===== src/design/jsp_pkg.sv =====
// Shared types, constants and register codes for the Julia set point test.
package jsp_pkg;

  localparam int FRAC_BITS_DEF = 28;
  localparam int PT_W          = 32;
  localparam int CFG_IDX_W     = 8;
  localparam int CFG_DATA_W    = 32;
  localparam int LIMIT_W       = 8;
  localparam int MUL_LW        = 32;  // limb width of the shared multiplier

  typedef enum logic [CFG_IDX_W-1:0] {
    REG_SEED_RE    = 8'd0,
    REG_SEED_IM    = 8'd1,
    REG_ITER_LIMIT = 8'd2
  } cfg_reg_t;

  localparam logic signed [PT_W-1:0]  SEED_RE_RST = -32'sd187904819;
  localparam logic signed [PT_W-1:0]  SEED_IM_RST = 32'sd72517838;
  localparam logic [LIMIT_W-1:0]      LIMIT_RST   = 8'd100;

  typedef struct packed {
    logic signed [PT_W-1:0] point_re;
    logic signed [PT_W-1:0] point_im;
  } in_word_t;

  typedef struct packed {
    logic in_set;
  } out_word_t;

  typedef struct packed {
    logic [CFG_IDX_W-1:0]  index;
    logic [CFG_DATA_W-1:0] value;
  } cfg_word_t;

  typedef struct packed {
    logic signed [PT_W-1:0] seed_re;
    logic signed [PT_W-1:0] seed_im;
    logic [LIMIT_W-1:0]     iteration_limit;
  } cfg_t;

  typedef struct packed {
    logic start;
    logic neg;
  } mul_ctl_t;

endpackage


===== src/design/jsp_mul.sv =====
// Shared limb-serial fixed-point multiplier: floor(+/- a*b / 2^FRAC_BITS).
module jsp_mul #(
  parameter int MW        = jsp_pkg::FRAC_BITS_DEF + 1,
  parameter int FRAC_BITS = jsp_pkg::FRAC_BITS_DEF,
  parameter int RW        = jsp_pkg::FRAC_BITS_DEF + 3
) (
  input  logic              clk,
  input  logic              rst_n,
  input  jsp_pkg::mul_ctl_t ctl,
  input  logic [MW-1:0]     a,
  input  logic [MW-1:0]     b,
  output logic              done,
  output logic signed [RW-1:0] prod
);

  localparam int LW  = jsp_pkg::MUL_LW;
  localparam int NL  = (MW + LW - 1) / LW;
  localparam int PW  = NL * LW;
  localparam int AW  = 2 * PW + 1;
  localparam int CW  = (NL > 1) ? $clog2(NL) : 1;
  localparam int SHW = $clog2(2 * NL);

  logic [PW-1:0]       a_r, a_nxt, b_r, b_nxt;
  logic                neg_r, neg_nxt;
  logic [CW-1:0]       i_r, i_nxt, j_r, j_nxt;
  logic                busy_r, busy_nxt;
  logic                pv_r, pv_nxt;
  logic [2*LW-1:0]     pp_r, pp_nxt;
  logic [SHW-1:0]      sh_r, sh_nxt;
  logic [AW-1:0]       acc_r, acc_nxt;
  logic                fin_r, fin_nxt;
  logic                done_r, done_nxt;
  logic signed [RW-1:0] prod_r, prod_nxt;
  logic [AW-1:0]       sval;

  assign done = done_r;
  assign prod = prod_r;
  assign sval = neg_r ? (~acc_r + {{(AW-1){1'b0}}, 1'b1}) : acc_r;

  always_comb begin
    a_nxt    = a_r;
    b_nxt    = b_r;
    neg_nxt  = neg_r;
    i_nxt    = i_r;
    j_nxt    = j_r;
    busy_nxt = busy_r;
    pp_nxt   = pp_r;
    sh_nxt   = sh_r;
    acc_nxt  = acc_r;
    prod_nxt = prod_r;
    pv_nxt   = busy_r;
    fin_nxt  = pv_r && !busy_r;
    done_nxt = fin_r;

    if (ctl.start) begin
      a_nxt    = PW'(a);
      b_nxt    = PW'(b);
      neg_nxt  = ctl.neg;
      i_nxt    = '0;
      j_nxt    = '0;
      busy_nxt = 1'b1;
      acc_nxt  = '0;
    end

    // issue one limb product per cycle
    if (busy_r) begin
      pp_nxt = a_r[i_r*LW +: LW] * b_r[j_r*LW +: LW];
      sh_nxt = SHW'(i_r) + SHW'(j_r);
      if (j_r == CW'(NL - 1)) begin
        j_nxt = '0;
        if (i_r == CW'(NL - 1)) begin
          busy_nxt = 1'b0;
        end else begin
          i_nxt = i_r + 1'b1;
        end
      end else begin
        j_nxt = j_r + 1'b1;
      end
    end

    if (pv_r) begin
      acc_nxt = acc_r + (AW'(pp_r) << (sh_r * LW));
    end

    // sign and floor shift
    if (fin_r) begin
      prod_nxt = sval[FRAC_BITS +: RW];
    end
  end

  always_ff @(posedge clk) begin
    if (!rst_n) begin
      busy_r <= 1'b0;
      pv_r   <= 1'b0;
      fin_r  <= 1'b0;
      done_r <= 1'b0;
    end else begin
      busy_r <= busy_nxt;
      pv_r   <= pv_nxt;
      fin_r  <= fin_nxt;
      done_r <= done_nxt;
    end
    a_r    <= a_nxt;
    b_r    <= b_nxt;
    neg_r  <= neg_nxt;
    i_r    <= i_nxt;
    j_r    <= j_nxt;
    pp_r   <= pp_nxt;
    sh_r   <= sh_nxt;
    acc_r  <= acc_nxt;
    prod_r <= prod_nxt;
  end

endmodule


===== config.mk =====
export PLATFORM = sky130hd
export DESIGN_NAME = jsp_mul
export DESIGN_NICKNAME = d
export VERILOG_FILES = /design/src/design/jsp_pkg.sv /design/src/design/jsp_mul.sv
export SDC_FILE = /design/constraint.sdc
export NUM_CORES = 2
export LEC_CHECK = 0
export BUFFER_PORTS_ARGS = -buffer_cell sky130_fd_sc_hd__buf_2
export CORE_MARGIN = 1
export CORE_UTILIZATION = 50
export CTS_BUF_LIST = sky130_fd_sc_hd__clkbuf_4 sky130_fd_sc_hd__clkbuf_8
export DETAILED_ROUTE_END_ITERATION = 8
export PLACE_DENSITY = 0.69
export REMOVE_ABC_BUFFERS = 1
export SYNTH_ARGS = -nofsm -noshare
export SYNTH_HDL_FRONTEND = slang
export SYNTH_SLANG_ARGS = --single-unit

===== constraint.sdc =====
create_clock -name clk -period 8.8 [get_ports clk]
set_input_delay 1.32 -clock clk [delete_from_list [all_inputs] [get_ports clk]]
set_output_delay 1.32 -clock clk [all_outputs]
set_load 0.03 [all_outputs]

# Yosys cells after proc, flatten, opt, wreduce, memory -nomap -nowiden
# Index checks and enable logic that the tools add are counted.
# W data, S select, Z words.
# totals
register_bits,226
out_inout_bits,32
in_bits,62
wordCells,41
# op_classes
n_mul,1
n_bitwise,1
muxes,14
n_reduce_logical,4
n_addsub,5
n_shift,3
# op_table
cell,n
$mux W65,2
$add A65 B65 Y65,1
$shl A64 B6 Y65,1
$mul A32 B32 Y64,1
$shiftx A32 B7 Y32,2
$add A59 B1 Y59 const B,1
$mux W59,1
$not A59 Y59,1
$mux W1,11
$reduce_bool A2 Y1,2
$add A1 B1 Y1 const B,2
$add A1 B1 Y1,1
$logic_and A1 B1 Y1,1
$logic_not A1 Y1,1

# Logic depth before layout (Yosys ltp)
# depth
depth_word,4
ltp_mapped,31
mapped_depth_nobuf,28

# Least setup slack after synthesis
# No wires, ideal clock.
# synth_timing
path_type,register to register
from,register i_r
to,"register pp_r[51], data pin"
setup_ps,265
n_path_buf,4
path_slack_ps,569
stages_incl_launch_ff,32
t_required_ps,8535
arrival_ps,7967
path_cell_list,dfxtp_1 > clkbuf_1 > nor2b_1 > clkbuf_1 > clkbuf_1 > nand2_1 > fa_1 > inv_1 > fa_1 > fa_1 > inv_1 > fa_1 > inv_1 > fa_1 > inv_1 > fa_1 > inv_1 > fa_1 > inv_1 > fa_1 > inv_1 > ha_1 > clkbuf_1 > nand4_1 > or4_1 > a211o_1 > a31o_2 > o21ai_0 > a21oi_1 > o2111ai_1 > a21oi_1 > xnor2_1
# synth_between
elab_chain_len,2
# synth_rtl
item,line,text
from (decl),jsp_mul.sv:25,"logic [CW-1:0] i_r, i_nxt, j_r, j_nxt;"
from (signal assigned),jsp_mul.sv:106,i_r <= i_nxt;
$shiftx A32 B7 Y32,jsp_mul.sv:67,pp_nxt = a_r[i_r*LW +: LW] * b_r[j_r*LW +: LW];
$mul A32 B32 Y64,jsp_mul.sv:67,
to (signal assigned),jsp_mul.sv:108,pp_r <= pp_nxt;
to (decl),jsp_mul.sv:28,"logic [2*LW-1:0] pp_r, pp_nxt;"
# No other way between the ends.
# A chain may end at the register's enable or synchronous reset.

# Worst setup path in the final report
# layout_timing
from,register i_r
to,"register pp_r[39], data pin"
# The elaborated chain is that of the path after synthesis.

==> flow_summary_export.csv <==
group,metric,value,unit
timing,max_slew_margin,0.250,
setup_path,timing.reg2reg.setup_slack,0.34,ns
global_route,busiest_layer,"met2",
timing,finalHoldViolCount,0,
synth,synth_seq_area_share,0.160,
clocking,clk_path_buf_depth,3,
setup_path,start_kind,"register",
global_route,grt_pass1_wl,167000,um
setup_path,crit_type,"reg -> reg",
global_route,grt_use_met2,0.441,
clocking,clk_latency,0.63,ns
min_path,hold_path.class,"reg -> reg",
global_route,grt_use_total,0.265,
routing,drt-initial-drc-count,1961,
global_route,gr-total-overflow,0,
status,status,"finished clean",
cells_and_area,area_growth,6.56,%
timing,finClkSkew,0.0634,ns
placed_design,port_buffers,93,
global_route,grt_use_met1,0.353,
setup_path,cp-end-kind,"register",
clocking,cts_buffers,40,
clocking,h-tree-depth,2,
timing,min_period,8.46,ns
synth,synth_area,0.0399,mm^2
clocking,cts.sinks,214,
synth,yosys_warnings,0,
global_route,grtUsageMet3,0.0392,
routing,post_drt_wl_per_cell,19.7,um
synth,ys_async_sr_fraction,0,
timing,setup_slack,0.340,ns
timing,tightestPinTransition,1.13,ns
clocking,clockRootBuffer,"clkbuf_8",
synth,yosys.area.top_type_share,0.365,
cells_and_area,final_common_cell,"inv_1",
cells_and_area,fin_nets,5311,
routing,drc,0,
synth,syn_avg_cell_area,9.49,um^2
routing,drt-pass1-iter-count,5,
synth,synthCells,4204,
synth,synth_cell_types,70,
floorplanning,ios,94,
timing,period_share,0.961,
flow_run,max_cap_viol_count,0,
cells_and_area,final_cell_mix,"805 x inv_1, 728 x fa_1, 488 x nand2_1",
global_route,grt_pass1_vias,30484,
setup_path,cp.required,9.17,ns
global_route,grt_max_degree,63,
synth,synth_area_leaders,"fa_1 37%, edfxtp_1 16%, ha_1 10%, inv_1 7.6%, and2_1 7.2%",
routing,routed_via_density,5.50,
synth,synth-seq-cells,214,
floorplanning,core,0.0790,mm^2
placed_design,gp_congestion,0.936,
synth,synth-main-ff-cell,"edfxtp_1",
floorplanning,die_h,285,um
placed_design,pre_cts_ws,0.255,ns
cells_and_area,final_layout_size_suffix_gt1_frac,0.0840,
routing,final_antenna_net_count,0,
synth,synth_edf_count,209,
floorplanning,start_util,0.505,
clocking,clk_pin_slew,0.07,ns
floorplanning,fp.dieW,285,um
clocking,post-cts-setup-buffers,0,
floorplanning,dieArea,0.0809,mm^2
setup_path,crit_arrival,8.83,ns
timing,max_freq,118,MHz
clocking,cts_tree,"yes",
routing,num_vias,29065,
placed_design,hpwl,86000,um
timing,maxSlewViolCount,0,
global_route,antenna_found_initial,6,
synth,yosys.area.top_type,"fa_1",
routing,routed_wl,104000,um
timing,setup_viol,0,
floorplanning,row_count,103,
setup_path,crit_path_max_fanout,12,
## area by class of cell
class	count	area, um^2
Multi-Input combinational cell	2936	29600
Fill cell	7042	36500
Inverter	805	3020
Tap cell	1050	1310
Timing Repair Buffer	202	1300
Clock inverter	21	240
Antenna cell	4	10.0
Clock buffer	48	617
Sequential cell	214	6380
## through the flow
stage	hold slack (ns)	cells	TNS, ns	utilization	cell area (um^2)
global placement	0.517	5207	0	0.527	41600
finish	0.537	5280	0	0.538	42500
global route	0.551	5280	-0.00721	0.538	42500
floorplan	0.571	3955	0	-	39000
detailed placement	0.526	5207	0	0.527	41600
CTS	0.539	5276	0	0.538	42500
## registers in the layout, indices dropped and copies added (netlist names)
| name | flops |
|---|---|
| b_r | 29 |
| neg_r | 1 |
| pp_r | 59 |
| pv_r | 1 |
| done | 1 |
| busy_r | 1 |
| prod | 31 |
| done_nxt | 1 |
| a_r | 29 |
| sh_r | 1 |
| i_r | 1 |
| acc_r | 59 |
## cells by family after synthesis
| logic type | synth area share |
|---|---|
| AND/OR/NAND/NOR | 0.165 |
| XOR/XNOR | 0.0261 |
| buffers and inverters | 0.0993 |
| adder cells (fa/ha/maj) | 0.466 |
| multiplexers | 0.00934 |
| AO/OA/AOI/OAI | 0.0741 |
| flip-flops | 0.160 |
## cells in the mapped netlist, types with 25 or more instances
master	instances
fa_1	728
xnor2_1	88
inv_1	805
nand4_1	38
o21bai_1	25
nand3_1	25
nor2b_1	73
ha_1	322
and2_1	462
xor2_1	31
nor2_1	91
edfxtp_1	209
o21ai_0	89
clkbuf_1	244
a21oi_1	135
a21o_1	65
mux2_2	26
nand2_1	488
## final timing paths
path	start	end	cells past startpoint
setup / recovery	i_r	pp_r[39]	27
setup reg to reg	i_r	pp_r[39]	27
hold / removal	busy_r	done_nxt	1
hold reg to reg	busy_r	done_nxt	1
## layer usage
metal,wire [um],share of wire
met2,50200,0.48
met1,43300,0.42
met3,6690,0.064
met5,0,0
met4,3640,0.035
## critical path: stages (launching register included)
cell,delay (ns)
dfxtp_2,0.43
buf_4,0.23
nor2b_2,0.40
buf_4,0.28
nand2_1,0.10
fa_1,0.46
inv_1,0.09
fa_1,0.41
fa_1,0.51
inv_1,0.05
fa_1,0.52
inv_1,0.05
fa_1,0.45
ha_1,0.34
fa_1,0.57
inv_1,0.07
fa_1,0.53
inv_1,0.04
ha_1,0.39
nand4_1,0.17
or4_1,0.53
a211o_1,0.31
a31o_2,0.30
o21ai_1,0.26
nor2_1,0.07
o21ai_0,0.29
a21boi_0,0.19
xnor2_1,0.16
## repair_timing
item,4_1_cts,5_1_grt
resized for setup,0,3
hold buffers,0,0
endpoints found under the setup margin,0,8
Power is not shown: default switching activity piles up to over one toggle a cycle in this logic, so the estimate is an artifact.
